**src/rtl/core/tlnt_pkg.sv**
```systemverilog
`timescale 1ns / 1ps
// ----------------------------------------------------------------------------
// Tetra neighbor table package
// Shared word layouts, operation and status codes, and the command and
// status bundles that pass between the sequencer and the datapath.
// ----------------------------------------------------------------------------
package tlnt_pkg;

   localparam int CORNERS = 4;

   typedef enum logic [2:0] {
      FN_SET_LINK   = 3'd0,
      FN_SET_CORNER = 3'd1,
      FN_DEL_CORNER = 3'd2,
      FN_BUILD      = 3'd3,
      FN_TRIM       = 3'd4,
      FN_CHECK      = 3'd5,
      FN_READ       = 3'd6,
      FN_NOP        = 3'd7
   } func_type;

   typedef enum logic [1:0] {
      STAT_OK    = 2'd0,
      STAT_RANGE = 2'd1,
      STAT_UNDER = 2'd2,
      STAT_FULL  = 2'd3
   } status_type;

   typedef enum logic [1:0] {
      ESEL_SCAN = 2'd0,
      ESEL_WALK = 2'd1,
      ESEL_TRIM = 2'd2,
      ESEL_READ = 2'd3
   } ent_sel_type;

   typedef struct packed {
      logic [2:0] func;
      logic [9:0] tetra;
      logic [9:0] particle;
      logic [5:0] slot;
      logic [9:0] other_tetra;
      logic [1:0] order;
      logic [3:0] search_layer;
      logic [3:0] start_layer;
   } req_word_type;

   typedef struct packed {
      logic [1:0] status;
      logic       found;
      logic [5:0] found_index;
      logic [9:0] neighbor_tetra;
      logic [3:0] neighbor_layer;
      logic [6:0] count_now;
   } rsp_word_type;

   typedef struct packed {
      logic       valid;
      logic [9:0] particle;
   } corner_type;

   typedef struct packed {
      logic       valid;
      logic [1:0] order;
      logic [9:0] tetra;
   } link_type;

   typedef struct packed {
      logic [3:0] layer;
      logic [9:0] tetra;
   } entry_type;

   typedef struct packed {
      logic        load_req;
      logic        clr_step;
      logic        clr_zero;
      logic        vis_clr;
      logic        cnt_rd;
      logic        cnt_load;
      logic        cnt_wb;
      logic        corner_rd;
      logic        corner_src;
      logic        corner_wr;
      logic        corner_set;
      logic        link_rd;
      logic        link_wr;
      logic        ent_rd;
      ent_sel_type ent_sel;
      logic        ent_wr;
      logic        vis_rd;
      logic        vis_set;
      logic        walk_init;
      logic        layer_next;
      logic        layer_begin;
      logic        j_inc;
      logic        src_from_ent;
      logic        k_inc;
      logic        part_load;
      logic        l_clr;
      logic        l_inc;
      logic        f_clr;
      logic        f_inc;
      logic        cnt_inc;
      logic        cnt_dec;
      logic        ccnt_inc;
      logic        ccnt_dec;
      logic        full_set;
      logic        found_set;
      logic        rd_load;
      logic        status_set;
      status_type  status_code;
   } cmd_type;

   typedef struct packed {
      func_type func;
      logic     clr_last;
      logic     vclr_last;
      logic     t_ok;
      logic     p_ok;
      logic     ot_ok;
      logic     link_slot_ok;
      logic     corner_slot_ok;
      logic     read_ok;
      logic     ccnt_zero;
      logic     corner_grow;
      logic     corner_live;
      logic     vis_hit;
      logic     add_here;
      logic     layer_one;
      logic     layer_over;
      logic     k_last;
      logic     l_last;
      logic     link_cand;
      logic     f_end;
      logic     f_match;
      logic     list_full;
      logic     j_end;
      logic     ent_ok;
      logic     cnt_zero;
      logic     trim_hit;
      logic     full;
   } stat_type;

endpackage

```
**src/rtl/core/tlnt_ctrl.sv**
```systemverilog
`timescale 1ns / 1ps
// ----------------------------------------------------------------------------
// Tetra neighbor table sequencer
// Steps each operation through the datapath: count fetch, table updates,
// the layered neighbor walk, list scans, trim and the result strobe.
// ----------------------------------------------------------------------------
module tlnt_ctrl (
   input  logic               clock,
   input  logic               reset,
   input  logic               start,
   input  tlnt_pkg::stat_type st,
   output tlnt_pkg::cmd_type  cmd,
   output logic               busy,
   output logic               rsp_valid
);
   import tlnt_pkg::*;

   typedef enum logic [4:0] {
      ST_CLEAR, ST_IDLE, ST_CNT, ST_LOAD, ST_OP, ST_SC, ST_WB,
      ST_VCLR, ST_B_CRD, ST_B_CCHK, ST_B_VCHK, ST_K_NEXT, ST_LAYER,
      ST_J_NEXT, ST_J_WAIT, ST_LINK_RD, ST_LINK_CHK, ST_LINK_NEXT,
      ST_F_NEXT, ST_F_WAIT, ST_TRIM, ST_T_WAIT, ST_RD_WAIT
   } state_type;

   state_type state_ff, state_in;
   logic      busy_ff, rsp_valid_ff, done_in;

   always_comb begin
      state_in = state_ff;
      cmd      = '0;
      done_in  = 1'b0;
      case (state_ff)
         ST_CLEAR: begin
            cmd.clr_step = 1'b1;
            if (st.clr_last) begin
               state_in = ST_IDLE;
            end
         end
         ST_IDLE: begin
            if (start) begin
               cmd.load_req = 1'b1;
               state_in     = ST_CNT;
            end
         end
         ST_CNT: begin
            cmd.cnt_rd = 1'b1;
            state_in   = ST_LOAD;
         end
         ST_LOAD: begin
            cmd.cnt_load = 1'b1;
            state_in     = ST_OP;
         end
         ST_OP: begin
            if (st.func == FN_NOP) begin
               done_in  = 1'b1;
               state_in = ST_IDLE;
            end else if (st.func == FN_SET_LINK) begin
               if (st.p_ok && st.ot_ok && st.link_slot_ok) begin
                  cmd.link_wr = 1'b1;
               end else begin
                  cmd.status_set  = 1'b1;
                  cmd.status_code = STAT_RANGE;
               end
               done_in  = 1'b1;
               state_in = ST_IDLE;
            end else if (!st.t_ok) begin
               cmd.status_set  = 1'b1;
               cmd.status_code = STAT_RANGE;
               done_in         = 1'b1;
               state_in        = ST_IDLE;
            end else begin
               case (st.func)
                  FN_SET_CORNER: begin
                     if (st.p_ok && st.corner_slot_ok) begin
                        cmd.corner_rd = 1'b1;
                        state_in      = ST_SC;
                     end else begin
                        cmd.status_set  = 1'b1;
                        cmd.status_code = STAT_RANGE;
                        done_in         = 1'b1;
                        state_in        = ST_IDLE;
                     end
                  end
                  FN_DEL_CORNER: begin
                     if (!st.corner_slot_ok) begin
                        cmd.status_set  = 1'b1;
                        cmd.status_code = STAT_RANGE;
                        done_in         = 1'b1;
                        state_in        = ST_IDLE;
                     end else if (st.ccnt_zero) begin
                        cmd.status_set  = 1'b1;
                        cmd.status_code = STAT_UNDER;
                        done_in         = 1'b1;
                        state_in        = ST_IDLE;
                     end else begin
                        cmd.ccnt_dec  = 1'b1;
                        cmd.corner_wr = 1'b1;
                        state_in      = ST_WB;
                     end
                  end
                  FN_BUILD: begin
                     cmd.clr_zero  = 1'b1;
                     cmd.walk_init = 1'b1;
                     state_in      = ST_VCLR;
                  end
                  FN_TRIM: begin
                     state_in = ST_TRIM;
                  end
                  FN_CHECK: begin
                     cmd.f_clr = 1'b1;
                     state_in  = ST_F_NEXT;
                  end
                  FN_READ: begin
                     if (st.read_ok) begin
                        cmd.ent_rd  = 1'b1;
                        cmd.ent_sel = ESEL_READ;
                        state_in    = ST_RD_WAIT;
                     end else begin
                        cmd.status_set  = 1'b1;
                        cmd.status_code = STAT_RANGE;
                        done_in         = 1'b1;
                        state_in        = ST_IDLE;
                     end
                  end
                  default: begin
                     done_in  = 1'b1;
                     state_in = ST_IDLE;
                  end
               endcase
            end
         end
         ST_SC: begin
            cmd.ccnt_inc   = st.corner_grow;
            cmd.corner_wr  = 1'b1;
            cmd.corner_set = 1'b1;
            state_in       = ST_WB;
         end
         ST_WB: begin
            cmd.cnt_wb = 1'b1;
            done_in    = 1'b1;
            state_in   = ST_IDLE;
         end
         ST_VCLR: begin
            cmd.vis_clr = 1'b1;
            if (st.vclr_last) begin
               state_in = ST_B_CRD;
            end
         end
         ST_B_CRD: begin
            cmd.corner_rd  = 1'b1;
            cmd.corner_src = 1'b1;
            state_in       = ST_B_CCHK;
         end
         ST_B_CCHK: begin
            if (st.corner_live) begin
               cmd.vis_rd    = 1'b1;
               cmd.part_load = 1'b1;
               state_in      = ST_B_VCHK;
            end else begin
               state_in = ST_K_NEXT;
            end
         end
         ST_B_VCHK: begin
            if (st.vis_hit) begin
               state_in = ST_K_NEXT;
            end else begin
               cmd.vis_set = 1'b1;
               if (st.add_here) begin
                  cmd.l_clr = 1'b1;
                  state_in  = ST_LINK_RD;
               end else begin
                  state_in = ST_K_NEXT;
               end
            end
         end
         ST_K_NEXT: begin
            if (!st.k_last) begin
               cmd.k_inc = 1'b1;
               state_in  = ST_B_CRD;
            end else if (st.layer_one) begin
               cmd.layer_next = 1'b1;
               state_in       = ST_LAYER;
            end else begin
               cmd.j_inc = 1'b1;
               state_in  = ST_J_NEXT;
            end
         end
         ST_LAYER: begin
            if (st.layer_over) begin
               cmd.status_set  = 1'b1;
               cmd.status_code = st.full ? STAT_FULL : STAT_OK;
               state_in        = ST_WB;
            end else begin
               cmd.layer_begin = 1'b1;
               state_in        = ST_J_NEXT;
            end
         end
         ST_J_NEXT: begin
            if (st.j_end) begin
               cmd.layer_next = 1'b1;
               state_in       = ST_LAYER;
            end else begin
               cmd.ent_rd  = 1'b1;
               cmd.ent_sel = ESEL_WALK;
               state_in    = ST_J_WAIT;
            end
         end
         ST_J_WAIT: begin
            if (st.ent_ok) begin
               cmd.src_from_ent = 1'b1;
               state_in         = ST_B_CRD;
            end else begin
               cmd.j_inc = 1'b1;
               state_in  = ST_J_NEXT;
            end
         end
         ST_LINK_RD: begin
            cmd.link_rd = 1'b1;
            state_in    = ST_LINK_CHK;
         end
         ST_LINK_CHK: begin
            if (st.link_cand) begin
               cmd.f_clr = 1'b1;
               state_in  = ST_F_NEXT;
            end else begin
               state_in = ST_LINK_NEXT;
            end
         end
         ST_LINK_NEXT: begin
            if (st.l_last) begin
               state_in = ST_K_NEXT;
            end else begin
               cmd.l_inc = 1'b1;
               state_in  = ST_LINK_RD;
            end
         end
         ST_F_NEXT: begin
            if (!st.f_end) begin
               cmd.ent_rd  = 1'b1;
               cmd.ent_sel = ESEL_SCAN;
               state_in    = ST_F_WAIT;
            end else if (st.func == FN_CHECK) begin
               done_in  = 1'b1;
               state_in = ST_IDLE;
            end else if (st.list_full) begin
               cmd.full_set = 1'b1;
               state_in     = ST_LINK_NEXT;
            end else begin
               cmd.ent_wr  = 1'b1;
               cmd.cnt_inc = 1'b1;
               state_in    = ST_LINK_NEXT;
            end
         end
         ST_F_WAIT: begin
            if (!st.f_match) begin
               cmd.f_inc = 1'b1;
               state_in  = ST_F_NEXT;
            end else if (st.func == FN_CHECK) begin
               cmd.found_set = 1'b1;
               done_in       = 1'b1;
               state_in      = ST_IDLE;
            end else begin
               state_in = ST_LINK_NEXT;
            end
         end
         ST_TRIM: begin
            if (st.cnt_zero) begin
               state_in = ST_WB;
            end else begin
               cmd.ent_rd  = 1'b1;
               cmd.ent_sel = ESEL_TRIM;
               state_in    = ST_T_WAIT;
            end
         end
         ST_T_WAIT: begin
            if (st.trim_hit) begin
               cmd.cnt_dec = 1'b1;
               state_in    = ST_TRIM;
            end else begin
               state_in = ST_WB;
            end
         end
         ST_RD_WAIT: begin
            cmd.rd_load = 1'b1;
            done_in     = 1'b1;
            state_in    = ST_IDLE;
         end
         default: begin
            state_in = ST_IDLE;
         end
      endcase
   end

   always_ff @(posedge clock) begin
      if (reset) begin
         state_ff     <= ST_CLEAR;
         busy_ff      <= 1'b1;
         rsp_valid_ff <= 1'b0;
      end else begin
         state_ff     <= state_in;
         busy_ff      <= state_in != ST_IDLE;
         rsp_valid_ff <= done_in;
      end
   end

   assign busy      = busy_ff;
   assign rsp_valid = rsp_valid_ff;

endmodule

```
**config.mk**
```make
export PLATFORM = sky130hd
export DESIGN_NAME = tlnt_ctrl
export DESIGN_NICKNAME = d
export VERILOG_FILES = /design/src/rtl/core/tlnt_pkg.sv /design/src/rtl/core/tlnt_ctrl.sv
export SDC_FILE = /design/constraint.sdc
export NUM_CORES = 1
export LEC_CHECK = 0
export BUFFER_PORTS_ARGS = -buffer_cell sky130_fd_sc_hd__buf_2
export CELL_PAD_IN_SITES_DETAIL_PLACEMENT = 1
export CELL_PAD_IN_SITES_GLOBAL_PLACEMENT = 2
export CORE_UTILIZATION = 23
export CTS_CLUSTER_SIZE = 24
export DETAILED_ROUTE_END_ITERATION = 6
export PLACE_DENSITY_LB_ADDON = 0.1
export SYNTH_ARGS = -nofsm -noshare
export SYNTH_HDL_FRONTEND = slang
export SYNTH_SLANG_ARGS = --single-unit
```
**constraint.sdc**
```tcl
create_clock -name clock -period 5.4 [get_ports clock]
set_input_delay 0.81 -clock clock [delete_from_list [all_inputs] [get_ports clock]]
set_output_delay 0.81 -clock clock [all_outputs]
set_load 0.05 [all_outputs]
```
==> impl_metrics.tcl <==
set metrics [dict create \
    r2r_cells 6 \
    synth_top_area_frac 0.103 \
    syn_area_per_cell_sq_um 6.34 \
    end_kind "output port" \
    synth.most_common_cell "nor2_1" \
    io_buffers 73 \
    syn-num-nets 246 \
    hold_end "state_ff[0]$_SDFF_PP0_" \
    clock_sinks 7 \
    fillers 775 \
    drv_slew 0 \
    die-area_sq_um 6210 \
    root_buffer "clkbuf_8" \
    layout.nets 305 \
    yosysTopAreaCell "dfxtp_1" \
    arrival_ns 2.70 \
    area_growth_pct 30.0 \
    place_congestion 0.796 \
    drtPass1Iterations 4 \
    pwr-share-seq 0.222 \
    antenna_found_initial 0 \
    synth_enable_flop_cells 0 \
    critPathBufInv 1 \
    grt_max_degree 29 \
    cts_buffer_depth 2 \
    cts_tree "yes" \
    start_util 0.242 \
    hp-start "reset" \
    cp_cell_sequence "nor2b_1, nand3_1, nor2_1, and3_1, or2_2, buf_2" \
    num_rows 27 \
    io_pins 74 \
    finalSetupTns_ns 0 \
    tightestPinTransition_ns 0.788 \
    drtAntennaViolNets 0 \
    crit_slowest_cell "dfxtp_1" \
    htreeDepth 1 \
    cp_data_required_time_ns 4.59 \
    drt-initial-drc-count 151 \
    die_y_um 78.8 \
    antenna_cells 0 \
    clkLatencyLatePin_ns 0.22 \
    power-per-cell-area_nw_per_um2 173 \
    power_frac_comb 0.540 \
    grt_pass1_vias 1763 \
    pwr-share-clk 0.238 \
    hold_violations 0 \
    gr-usage-all-layers 0.194 \
    cts_buffers 3 \
    crit_type "flop to output port" \
    layout_min_cycle_time_ns 3.51 \
    synth_cell_types 50 \
    cts_hold_buf 0 \
    holdPathStages 2 \
    coreArea_sq_um 5610 \
    cpPeakStageDelay_ns 0.82 \
    dp_cells 340 \
    ys.flop_type "dfxtp_1" \
    grt_pass1_wl_um 9530 \
    fin_crit_sh 0.650 \
    max_slew_margin 0.474 \
    clk_pin_slew_ns 0.04 \
    min_path_type "primary input to flop" \
    intPower_uw 162 \
    drive_gt1_frac 0.324 \
    setup_viol 0 \
    synthArstFlopShare 0 \
    dp_hpwl_um 4630 \
    vias 1837 \
    synth_area_leaders "dfxtp_1, nor2_1, nor3_1" \
    syn_area_sq_um 1360 \
    routed_via_density 5.34 \
    ctsResizeCount 0 \
    fmax_mhz 285 \
    p_sw_uw 144 \
    drc 0 \
    routed_wl_um 5950 \
    path_delay_family "simple AND/OR/NAND/NOR gates" \
    cp_max_fo 23 \
    ys_seq_area_frac 0.103 \
    r2r-start "state_ff[2]$_SDFF_PP0_" \
    syn_inst 214 \
    rsz0062_at_grt "false" \
    reg2reg_slack_ns 2.91 \
    status "complete, no violations" \
    cts_setup_buffers 0 \
    ys_ff_latch 7 \
    max_cap_viol_count 0 \
    r2r-end "busy$_SDFF_PP1_" \
    instances_no_fill 344 \
    overflow 0 \
    p_leak_uw 0.000836 \
    critPathLaunchType "flop" \
    synth_common_cells "nor2_1, nor3_1, nand2_1, a21oi_1" \
    peakVddDrop_mv 0.179 \
    wl_per_cell_um 17.3 \
    yosysWarnings 0 \
    die_x_um 78.8 \
    switching_share 0.472 \
    clock_skew_ns 0.000316 \
]
[placed cells by master (no fill, tap or decap), types with 2 or more instances in the layout]
master	n
nor3_1	16
nand3b_1	2
clkbuf_8	3
nor4b_1	2
nor2_1	30
buf_4	2
a21oi_1	11
nand2_1	15
inv_1	6
and4_1	2
nor4_1	4
and3_1	7
nor4bb_1	2
nand2b_1	10
o31a_1	2
o21ai_0	10
or2_2	2
buf_2	73
nand3_1	6
and2_1	5
o32a_1	2
nor3b_1	5
dfxtp_1	7
nor2b_1	10
o32ai_1	3
nand4_1	4
a31oi_1	6
o31ai_1	2
[layer usage]
metal | GRT usage | routed length, um
met5 | 0 | 0
met4 | 0.0273 | 8
met3 | 0.00690 | 299
met2 | 0.311 | 2740
met1 | 0.290 | 2900
[final cells by class]
type                            instances  area [sq um]  area share
Sequential cell                         7           140      0.0794
Tap cell                               72          90.1      0.0510
Timing Repair Buffer                   75           380       0.215
Clock buffer                            4          45.0      0.0255
Multi-Input combinational cell        180          1090       0.616
Inverter                                6          22.5      0.0128
[worst max-delay path by stage]
stage                                       from  cells after the start  slack, ns      end
after floorplan                           st[28]                      8       1.77   cmd[2]
after global placement    state_ff[2]$_SDFF_PP0_                      6       2.26  cmd[30]
after detailed placement  state_ff[2]$_SDFF_PP0_                      6       2.17  cmd[30]
after CTS                 state_ff[2]$_SDFF_PP0_                      6       1.93  cmd[30]
after global routing      state_ff[2]$_SDFF_PP0_                      6       1.71  cmd[30]
final                     state_ff[2]$_SDFF_PP0_                      6       1.89  cmd[30]
[state kept, by name, indices dropped and copies added (netlist names)]
name	flops
state_ff	5
busy	1
rsp_valid	1
[per-stage QoR]
step | setup WS, ns | hold slack, ns | utilization | power (uW) | cell area, sq um
5_1_grt | 1.71 | 0.875 | 0.315 | 327 | 1770
3_3_place_gp | 2.26 | 0.905 | 0.307 | 234 | 1720
2_1_floorplan | 1.77 | 0.735 | - | 184 | 1360
6_report | 1.89 | 0.859 | 0.315 | 306 | 1770
3_5_place_dp | 2.17 | 0.909 | 0.307 | 234 | 1720
4_1_cts | 1.93 | 0.852 | 0.315 | 308 | 1770
[power groups by stage]
stage	Combinational [uW]	Clock [uW]	Sequential, uW
global route	181	76.7	69.1
global placement	166	0	68.2
detailed placement	165	0	68.6
CTS	166	75.3	67.7
finish	165	72.7	67.9
floorplan	116	0	67.7
[kinds of logic after synthesis]
family | Yosys count | share of synthesized area
AND/OR/NAND/NOR | 128 | 0.521
buffers and inverters | 27 | 0.0959
flip-flops | 7 | 0.103
AO/OA/AOI/OAI | 52 | 0.280
Note: power is estimated with default switching activity, not from simulation.
